--- config.mk ---
export PLATFORM = sky130hd
export DESIGN_NAME = divider_and_reload_timer_unit
export DESIGN_NICKNAME = d
export VERILOG_FILES = /design/src/rtl/drt_pkg.sv /design/src/rtl/drt_core.sv /design/src/rtl/divider_and_reload_timer_unit.sv
export VERILOG_INCLUDE_DIRS = /design/src /design/src/rtl
export SDC_FILE = /design/constraint.sdc
export NUM_CORES = 1
export LEC_CHECK = 0
export ABC_AREA = 1
export BUFFER_PORTS_ARGS = -buffer_cell sky130_fd_sc_hd__buf_2
export CAP_MARGIN = 20
export CORE_UTILIZATION = 60
export CTS_BUF_LIST = sky130_fd_sc_hd__clkbuf_4
export DETAILED_ROUTE_END_ITERATION = 10
export MAX_ROUTING_LAYER = met4
export PLACE_DENSITY = 0.79
export SYNTH_ARGS = -nofsm -noshare
export SYNTH_HDL_FRONTEND = slang
export SYNTH_SLANG_ARGS = --single-unit
--- constraint.sdc ---
create_clock -name clk_i -period 2.7 [get_ports clk_i]
set_input_delay 0.405 -clock clk_i [delete_from_list [all_inputs] [get_ports clk_i]]
set_output_delay 0.405 -clock clk_i [all_outputs]
set_load 0.02 [all_outputs]
--- src/rtl/divider_and_reload_timer_unit_assert.svh ---
// Assertion macros shared by the divider and reload timer RTL.
// No dependencies; included by the modules that carry assertions.
`ifndef DIVIDER_AND_RELOAD_TIMER_UNIT_ASSERT_SVH
`define DIVIDER_AND_RELOAD_TIMER_UNIT_ASSERT_SVH

// Condition that holds at every clock edge out of reset.
`define DRT_ASSERT_ALWAYS(label, cond, msg) \
  label: assert property (@(posedge clk_i) disable iff (!rst_ni) (cond)) else $error(msg);

// Same-cycle implication.
`define DRT_ASSERT_IMPL(label, ante, cons, msg) \
  label: assert property (@(posedge clk_i) disable iff (!rst_ni) (ante) |-> (cons)) \
    else $error(msg);

// Next-cycle implication.
`define DRT_ASSERT_NEXT(label, ante, cons, msg) \
  label: assert property (@(posedge clk_i) disable iff (!rst_ni) (ante) |=> (cons)) \
    else $error(msg);

`endif

--- src/rtl/drt_pkg.sv ---
// Package for the divider and reload timer: item types, codes, period decode.
// No dependencies.
package drt_pkg;

  localparam int unsigned CounterBitsDef = 16;

  // Item mode codes
  localparam logic [1:0] ModeTick  = 2'd0;
  localparam logic [1:0] ModeRead  = 2'd1;
  localparam logic [1:0] ModeWrite = 2'd2;

  // Register select codes
  localparam logic [1:0] RegDiv  = 2'd0;
  localparam logic [1:0] RegTima = 2'd1;
  localparam logic [1:0] RegTma  = 2'd2;
  localparam logic [1:0] RegTac  = 2'd3;

  // Highest counter residue modulo 255; the divider steps when the residue returns to zero
  localparam logic [7:0] DivPeriodLast = 8'd254;

  localparam int unsigned TacEnableBit = 2;

  localparam logic [1:0] PeriodSel1024 = 2'd0;
  localparam logic [1:0] PeriodSel16   = 2'd1;
  localparam logic [1:0] PeriodSel64   = 2'd2;
  localparam logic [1:0] PeriodSel256  = 2'd3;

  typedef struct packed {
    logic [1:0] mode;
    logic [1:0] reg_select;
    logic [7:0] write_data;
  } in_item_t;

  typedef struct packed {
    logic [7:0] read_data;
    logic       timer_irq;
  } out_item_t;

  // True when the low counter bits are a multiple of the selected period.
  function automatic logic period_hit(logic [9:0] low, logic [1:0] sel);
    logic hit;
    unique case (sel)
      PeriodSel1024: hit = (low[9:0] == 10'd0);
      PeriodSel16:   hit = (low[3:0] == 4'd0);
      PeriodSel64:   hit = (low[5:0] == 6'd0);
      PeriodSel256:  hit = (low[7:0] == 8'd0);
      default:       hit = 1'b0;
    endcase
    return hit;
  endfunction

endpackage

--- src/rtl/drt_core.sv ---
// Timer state and per-item update logic: counter, divider, timer count, reload, control.
// Depends on drt_pkg and the assertion macro header.
`include "divider_and_reload_timer_unit_assert.svh"

module drt_core #(
  parameter int unsigned CounterBits = drt_pkg::CounterBitsDef
) (
  input  logic               clk_i,
  input  logic               rst_ni,
  input  logic               en_i,
  input  drt_pkg::in_item_t  item_i,
  output drt_pkg::out_item_t result_o
);
  import drt_pkg::*;

  logic [CounterBits-1:0] cnt_q, cnt_d;
  logic [7:0] res_q, res_d;   // counter value modulo 255
  logic [7:0] div_q, div_d;
  logic [7:0] tima_q, tima_d;
  logic [7:0] tma_q, tma_d;
  logic [7:0] tac_q, tac_d;

  logic [CounterBits-1:0] cnt_inc;
  logic [7:0] res_inc;
  logic       div_hit;
  logic       timer_hit;
  logic       ovf;
  logic [7:0] sel_data;

  // Residue tracks the counter mod 255; on wrap the counter becomes zero.
  always_comb begin
    cnt_inc = cnt_q + {{(CounterBits-1){1'b0}}, 1'b1};
    if (&cnt_q || res_q == DivPeriodLast) begin
      res_inc = 8'd0;
    end else begin
      res_inc = res_q + 8'd1;
    end
    div_hit   = (res_inc == 8'd0);
    timer_hit = tac_q[TacEnableBit] && period_hit(cnt_inc[9:0], tac_q[1:0]);
    ovf       = timer_hit && (tima_q == 8'hFF);
  end

  always_comb begin
    unique case (item_i.reg_select)
      RegDiv:  sel_data = div_q;
      RegTima: sel_data = tima_q;
      RegTma:  sel_data = tma_q;
      RegTac:  sel_data = tac_q;
      default: sel_data = 8'd0;
    endcase
  end

  always_comb begin
    cnt_d  = cnt_q;
    res_d  = res_q;
    div_d  = div_q;
    tima_d = tima_q;
    tma_d  = tma_q;
    tac_d  = tac_q;
    result_o = '0;
    unique case (item_i.mode)
      ModeTick: begin
        cnt_d = cnt_inc;
        res_d = res_inc;
        if (div_hit) begin
          div_d = div_q + 8'd1;
        end
        if (ovf) begin
          tima_d = tma_q;
        end else if (timer_hit) begin
          tima_d = tima_q + 8'd1;
        end
        result_o.timer_irq = ovf;
      end
      ModeRead: begin
        result_o.read_data = sel_data;
      end
      ModeWrite: begin
        unique case (item_i.reg_select)
          RegDiv:  div_d  = item_i.write_data;
          RegTima: tima_d = item_i.write_data;
          RegTma:  tma_d  = item_i.write_data;
          RegTac:  tac_d  = item_i.write_data;
          default: ;
        endcase
      end
      default: ;
    endcase
  end

  always_ff @(posedge clk_i or negedge rst_ni) begin
    if (!rst_ni) begin
      cnt_q  <= '0;
      res_q  <= '0;
      div_q  <= '0;
      tima_q <= '0;
      tma_q  <= '0;
      tac_q  <= '0;
    end else if (en_i) begin
      cnt_q  <= cnt_d;
      res_q  <= res_d;
      div_q  <= div_d;
      tima_q <= tima_d;
      tma_q  <= tma_d;
      tac_q  <= tac_d;
    end
  end

  `DRT_ASSERT_ALWAYS(a_res_range, res_q != 8'hFF, "residue out of range")
  `DRT_ASSERT_IMPL(a_res_wrap, cnt_q == '0, res_q == 8'd0, "residue not zero at counter zero")
  `DRT_ASSERT_IMPL(a_irq_tick, result_o.timer_irq, item_i.mode == ModeTick, "irq off a tick")
  `DRT_ASSERT_IMPL(a_irq_en, result_o.timer_irq, tac_q[TacEnableBit], "irq while disabled")
  `DRT_ASSERT_IMPL(a_rd_read, result_o.read_data != '0, item_i.mode == ModeRead, "stray read data")

endmodule

--- src/rtl/divider_and_reload_timer_unit.sv ---
// Top level of the divider and reload timer: input register, core, result register.
// Depends on drt_pkg, drt_core and the assertion macro header.
//
//   channel | direction | payload    | handshake
//   in      | input     | in_item_t  | in_valid_i / in_stall_o
//   out     | output    | out_item_t | out_valid_o / out_stall_i
//
// One item per cycle sustained while the output is not stalled; an accepted item waits in the
// input register, the core processes it and its result is captured in the result register.
// Reset clears the counter, divider, timer count, reload value and control.
// A stall on the output holds the result register and backs up into the input
// register; the input stalls only when both are full and the output is stalled.
`include "divider_and_reload_timer_unit_assert.svh"

module divider_and_reload_timer_unit #(
  parameter int unsigned CounterBits = drt_pkg::CounterBitsDef
) (
  input  logic               clk_i,
  input  logic               rst_ni,
  input  logic               in_valid_i,
  output logic               in_stall_o,
  input  drt_pkg::in_item_t  in_item_i,
  output logic               out_valid_o,
  input  logic               out_stall_i,
  output drt_pkg::out_item_t out_item_o
);
  import drt_pkg::*;

  logic      in_valid_q;
  in_item_t  in_item_q;
  logic      out_valid_q;
  out_item_t out_item_q;
  out_item_t result;
  logic      advance;
  logic      fire;

  assign advance    = !out_valid_q || !out_stall_i;
  assign fire       = in_valid_q && advance;
  assign in_stall_o = in_valid_q && !advance;

  drt_core #(
    .CounterBits(CounterBits)
  ) u_core (
    .clk_i   (clk_i),
    .rst_ni  (rst_ni),
    .en_i    (fire),
    .item_i  (in_item_q),
    .result_o(result)
  );

  always_ff @(posedge clk_i or negedge rst_ni) begin
    if (!rst_ni) begin
      in_valid_q  <= 1'b0;
      out_valid_q <= 1'b0;
    end else begin
      if (!in_stall_o) begin
        in_valid_q <= in_valid_i;
      end
      if (advance) begin
        out_valid_q <= in_valid_q;
      end
    end
  end

  always_ff @(posedge clk_i) begin
    if (!in_stall_o && in_valid_i) begin
      in_item_q <= in_item_i;
    end
    if (fire) begin
      out_item_q <= result;
    end
  end

  assign out_valid_o = out_valid_q;
  assign out_item_o  = out_item_q;

  `DRT_ASSERT_NEXT(a_fire_out, fire, out_valid_q, "processed item has no result")
  `DRT_ASSERT_IMPL(a_stall_full, in_stall_o, in_valid_q && out_valid_q, "stall with free space")

endmodule
# Word-level counts from Yosys, hierarchy flattened

Index checks and enable logic that the tools add are counted.

Register bits: 79
Input bits: 16
Output and inout port bits: 11
Logic and storage cells: 67

Add/subtract/negate cells: 4
Equal/unequal tests: 14
Mux-type cells: 10
Reductions and logical operators: 26

Operator list:

| cell                    | number |
|---|---|
| $mux W8                 | 6 |
| $pmux W8 S2             | 2 |
| $pmux W8 S4             | 1 |
| $add A8 B1 Y8 const B   | 3 |
| $add A16 B1 Y16 const B | 1 |
| $eq A8 B8 Y1 const B    | 2 |
| $logic_not A8 Y1        | 2 |
| $reduce_and A16 Y1      | 1 |
| $eq A2 B2 Y1 const B    | 5 |
| $logic_not A10 Y1       | 1 |
| $reduce_and A4 Y1       | 2 |
| $eq A2 B1 Y1 const B    | 3 |
| $logic_not A2 Y1        | 3 |
| $logic_not A6 Y1        | 1 |
| $reduce_and A3 Y1       | 2 |
| $logic_and A1 B1 Y1     | 5 |
| $logic_not A1 Y1        | 4 |
| $logic_not A4 Y1        | 1 |
| $ne A2 B2 Y1 const B    | 2 |
| $pmux W1 S4             | 1 |
| $ne A3 B1 Y1 const B    | 1 |
| $logic_or A1 B1 Y1      | 2 |
| $ne A2 B1 Y1 const B    | 1 |
| $reduce_and A2 Y1       | 1 |
| $reduce_bool A2 Y1      | 1 |

# Depth between registers and ports, before layout

Depth in word-level cells: 7
Gate-level depth with buffers: 17
Mapped depth without buffers: 17

# By module

Synthesis repeated with hierarchy kept, for this count alone.

Cells, all modules: 516
Area, all modules: 4292.9 um2

Modules (own cells, without submodules):

| module                        | times used | cells each | area an instance (um2) |
|---|---|---|---|
| drt_core                      | 1          | 483        | 3567.2 |
| divider_and_reload_timer_unit | 1          | 33         | 725.7 |

# Worst setup path before layout

OpenSTA, ideal clock, no wires.

Kind: register to register
Start point: register out_valid_q (netlist: out_valid_o)
End point: register u_core.cnt_q[14]
Library setup time: 0.123 ns
Data arrival time: 2.072 ns
Data required time: 2.577 ns
Setup slack: 0.505 ns
Stages on the path, launching flop included: 8
Path buffers: 0
Clock period less this slack: 2.195 ns
Cells stage by stage: dfrtp_1 -> a21oi_1 -> nand2_1 -> nor2_2 -> inv_1 -> nor3_2 -> nand3_1 -> xnor2_1

Word-level cells in the longest chain between the ends: 4

Ends and longest elaborated chain:

| what                               | RTL line                            | source |
|---|---|---|
| from (decl)                        | divider_and_reload_timer_unit.sv:31 | `logic out_valid_q;` |
| from (signal assigned)             | divider_and_reload_timer_unit.sv:60 | `out_valid_q <= in_valid_q;` |
| $logic_not A1 Y1                   | divider_and_reload_timer_unit.sv:37 | `assign advance = !out_valid_q \|\| !out_stall_i;` |
| $logic_or A1 B1 Y1                 | divider_and_reload_timer_unit.sv:37 |  |
| $logic_and A1 B1 Y1                | divider_and_reload_timer_unit.sv:38 | `assign fire = in_valid_q && advance;` |
| via fire                           | divider_and_reload_timer_unit.sv:35 | `logic fire;` |
| $reduce_and A2 Y1 (no source line) | --                                  |  |
| to (signal assigned)               | drt_core.sv:100                     | `cnt_q <= cnt_d;` |
| to (decl)                          | drt_core.sv:16                      | `logic [CounterBits-1:0] cnt_q, cnt_d;` |

The timed path passes the listed nets, and every way through them passes these cells.
A chain may end at the register's enable or synchronous reset.

# Final worst setup path

Start point: register u_core.cnt_q[0]
End point: register u_core.div_q[2]

Word-level cells in the longest chain between the ends: 6

Ends and longest elaborated chain:

| what                               | RTL line        | source |
|---|---|---|
| $reduce_and A16 Y1                 | drt_core.sv:33  | `if (&cnt_q \|\| res_q == DivPeriodLast) begin` |
| $logic_or A1 B1 Y1                 | drt_core.sv:33  |  |
| $mux W8                            | drt_core.sv:33  |  |
| $logic_not A8 Y1                   | drt_core.sv:38  | `div_hit = (res_inc == 8'd0);` |
| $ne A2 B1 Y1 (no source line)      | --              |  |
| $reduce_and A4 Y1 (no source line) | --              |  |
| to (signal assigned)               | drt_core.sv:102 | `div_q <= div_d;` |
| to (decl)                          | drt_core.sv:18  | `logic [7:0] div_q, div_d;` |

Every way passes these cells.

==> impl_results.md <==
* Post-synth top area cell: dfrtp_1
* RR Startpoint: u_core.cnt_q[0]$_DFFE_PN0P_
* LEAKAGE at approximately 2.2 nW
* Fin nets at ~580
* Status: finished, final reports clean
* Filler cells at 564
* PwrDens at ~830 nW/um^2
* Post-layout minimum cycle time at between 2 and 2.5 ns
* Mapped Cells at 523
* Area share of the largest cell type after synthesis at between 30 and 40%
* YS warnings at 0
* Via-to-Cell Ratio at 5.393
* Initial antenna violation count at 0
* IO Pins at 27
* Clock slew at reported path FFs at about 0.14 ns
* CTS Buffer Depth at 2
* Yosys reg bits at 79
* Die area at approximately 7400 sq um
* Worst setup startpoint: u_core.cnt_q[0]$_DFFE_PN0P_
* Die W at 86.16 um
* Worst-Skew Late Latency at 0.44 ns
* Worst Hold Launch: in_item_i[7]
* Die Y at between 80 and 90 um
* Part of the Yosys area used for sequential elements at around half
* Congestion Overflow GR at 0
* Initial Util at roughly 62%
* CP required at 3.02 ns
* Post-Syn Nets at 545
* Vias post-DR at 3565
* Largest net degree at the start of global routing at 32
* Commonest non-fill, non-tap cell in the layout: nand2_1
* Fmax at ~430 MHz
* Final hold violation count at 0
* Main synth FF type: dfrtp_1
* Largest cells by area after synthesis: dfrtp_1 34%, edfxtp_1 15%, nand2_1 12%
* Drt first pass iters at 5
* Num rows at 30
* Final Setup Violations at 0
* Number of flops mapped to enable cells by yosys at 21
* CP max stage delay at 0.44 ns
* Synth cell types at 33
* Max Cap Viol at 0
* Most frequent cells in the layout: 137 x nand2_1, 62 x inv_1, 58 x nor2_1, 58 x dfrtp_1, 44 x o21ai_0
* Nature of the critical path startpoint: flip-flop
* Worst Max-Slew Pin Slew at about 0.56 ns
* Share of cells above drive strength 1 at between 10% and 20%
* Final period util at roughly 85%
* Ys async rst share at between 70% and 80%
* Overall routing resource usage at approximately 28%
* CTS root buf: clkbuf_4
* Clock skew at roughly 0.023 ns
* H-tree depth at 3
* Global-route wire length before repair at around 15000 um
* Multi-input gate area at about 1900 sq um
* HPWL after DPL at around 6700 um
* Final RePlAce weighted congestion at 0.9108
* CTS Buf Count at 9
* Worst hold path class: input pin to flip-flop
* Crit-path slowest cell: dfrtp_1
* Core Area at between 6000 and 7000 sq um
* Non-Filler Instances at approximately 660
* Residual DRC at 0
* Vias in the first global route at approximately 3300
* Clock sinks at 79
* Critical path type: flip-flop to flip-flop
* Syn_area_per_cell at about 8.1 sq um
* Routed Wire Length at around 9000 um
* Crit-path cells: ha_1 > nand3_1 > inv_1 > nand2_1 > inv_1 > nand3_1 > nand2_2 > inv_1 > nand2_1 > nand2_1 > nor3_2 > nand2_1 > nand2_2 > nand2_4 > nand2_1 > nand2_1
* Cells after DPL at 644
* Input/output buffers at 26
* Post-route ant nets at 0
* Mapped cell area at roughly 4200 sq um
* CTS tree: done
* RSZ-0062 raised after global routing: no
* Slew Limit Fails at 0
* Critical Path Fanout Max at 9
* Slew headroom at between 60 and 70%
* Syn-to-layout area delta at 10.42%
* DR iter-0 viols at around 370
* Critical Path AT at about 2.6 ns
* Setup bufs post-CTS at 0
* Most frequent CP cell: nand2_1
* Worst vdd ir at approximately 0.55 mV
* DR WL/cell at around 14 um
* Ant. Diodes at 0
* FF/Latch Area at roughly 2100 sq um
* Setup TNS at 0 ns
* CP endpoint kind: flip-flop
-- logic make-up after synthesis --
family	share of synthesized area [%]
fa+ha+maj	1.767
flops	49.00
compound gates	10.16
simple gates	28.21
xor+xnor	3.916
buf+inv	6.949
-- area by class of cell --
class | instances | share of cell area, %
Timing Repair Buffer | 34 | 4.107
Clock buffer | 10 | 1.600
Sequential cell | 79 | 44.37
Multi-Input combinational cell | 367 | 39.89
Clock inverter | 6 | 1.840
Tap cell | 96 | 2.560
Inverter | 69 | 5.627
-- what timing repair did --
action,in CTS,in global routing
gates resized for setup,0,0
hold endpoints to repair,12,0
hold buffers,1,0
-- Yosys cell counts (5+ instances only) --
cell        n
a21oi_1    15
a221oi_1    9
clkbuf_1    7
dfrtp_1    58
edfxtp_1   21
ha_1        6
inv_1      62
nand2_1   137
nand2_2     8
nand3_1    31
nand4_1    11
nor2_1     58
o21ai_0    44
xnor2_1     5
xor2_1     14
-- flip-flops by register name, summed over array words and instances, names as in the netlist --
| register | count |
|---|---|
| in_valid_q | 1 |
| u_core.tima_q | 8 |
| u_core.res_q | 8 |
| u_core.tma_q | 8 |
| out_item_o | 9 |
| out_valid_o | 1 |
| u_core.div_q | 8 |
| u_core.cnt_q | 16 |
| in_item_q | 12 |
| u_core.tac_q | 8 |
-- power by group --
part	switching [mW]	leakage [nW]	internal (mW)	total, mW
clock network	0.415	0.0864	0.384	0.800
logic	0.762	1.22	0.472	1.23
registers	0.321	0.937	1.53	1.85
-- metal layers --
metal | GRT usage [%] | wire [um]
met3 | 5.197 | 624
met1 | 38.67 | 4183
met4 | 9.848 | 166
met5 | - | 0
met2 | 40.69 | 4023
-- worst max-delay path, delay by kind of cell (launching register included) --
family        cells  cell delay, ns
simple gates     12            1.24
flops             1            0.44
fa+ha+maj         1            0.26
buf+inv           3            0.26
-- metrics by stage --
stage	setup WS (ns)	cell area (sq um)	total power [mW]	hold slack (ns)	util [%]
detailed placement	0.4829	4521	3.085	0.3257	66.17
CTS	0.4115	4692	3.879	0.1206	68.68
global placement	0.5739	4521	3.039	0.3172	66.17
finish	0.3945	4692	3.888	0.1235	68.68
floorplan	0.5052	4249	2.752	0.1094	-
global route	0.2460	4692	4.164	0.09896	68.68
-- worst paths after layout --
path                                               end  slack (ns)  cells past startpoint
min in group asynchronous  u_core.cnt_q[2]$_DFFE_PN0P_        0.39                      2
setup reg to reg           u_core.div_q[2]$_DFFE_PN0P_        0.39                     16
setup / recovery           u_core.div_q[2]$_DFFE_PN0P_        0.39                     16
hold / removal                  in_item_q[7]$_DFFE_PP_        0.12                      1
hold reg to reg                out_valid_o$_DFFE_PN0N_        0.49                      2
max in group asynchronous  u_core.div_q[3]$_DFFE_PN0P_        1.59                      3
No activity file was read; power rests on OpenSTA's default activity.
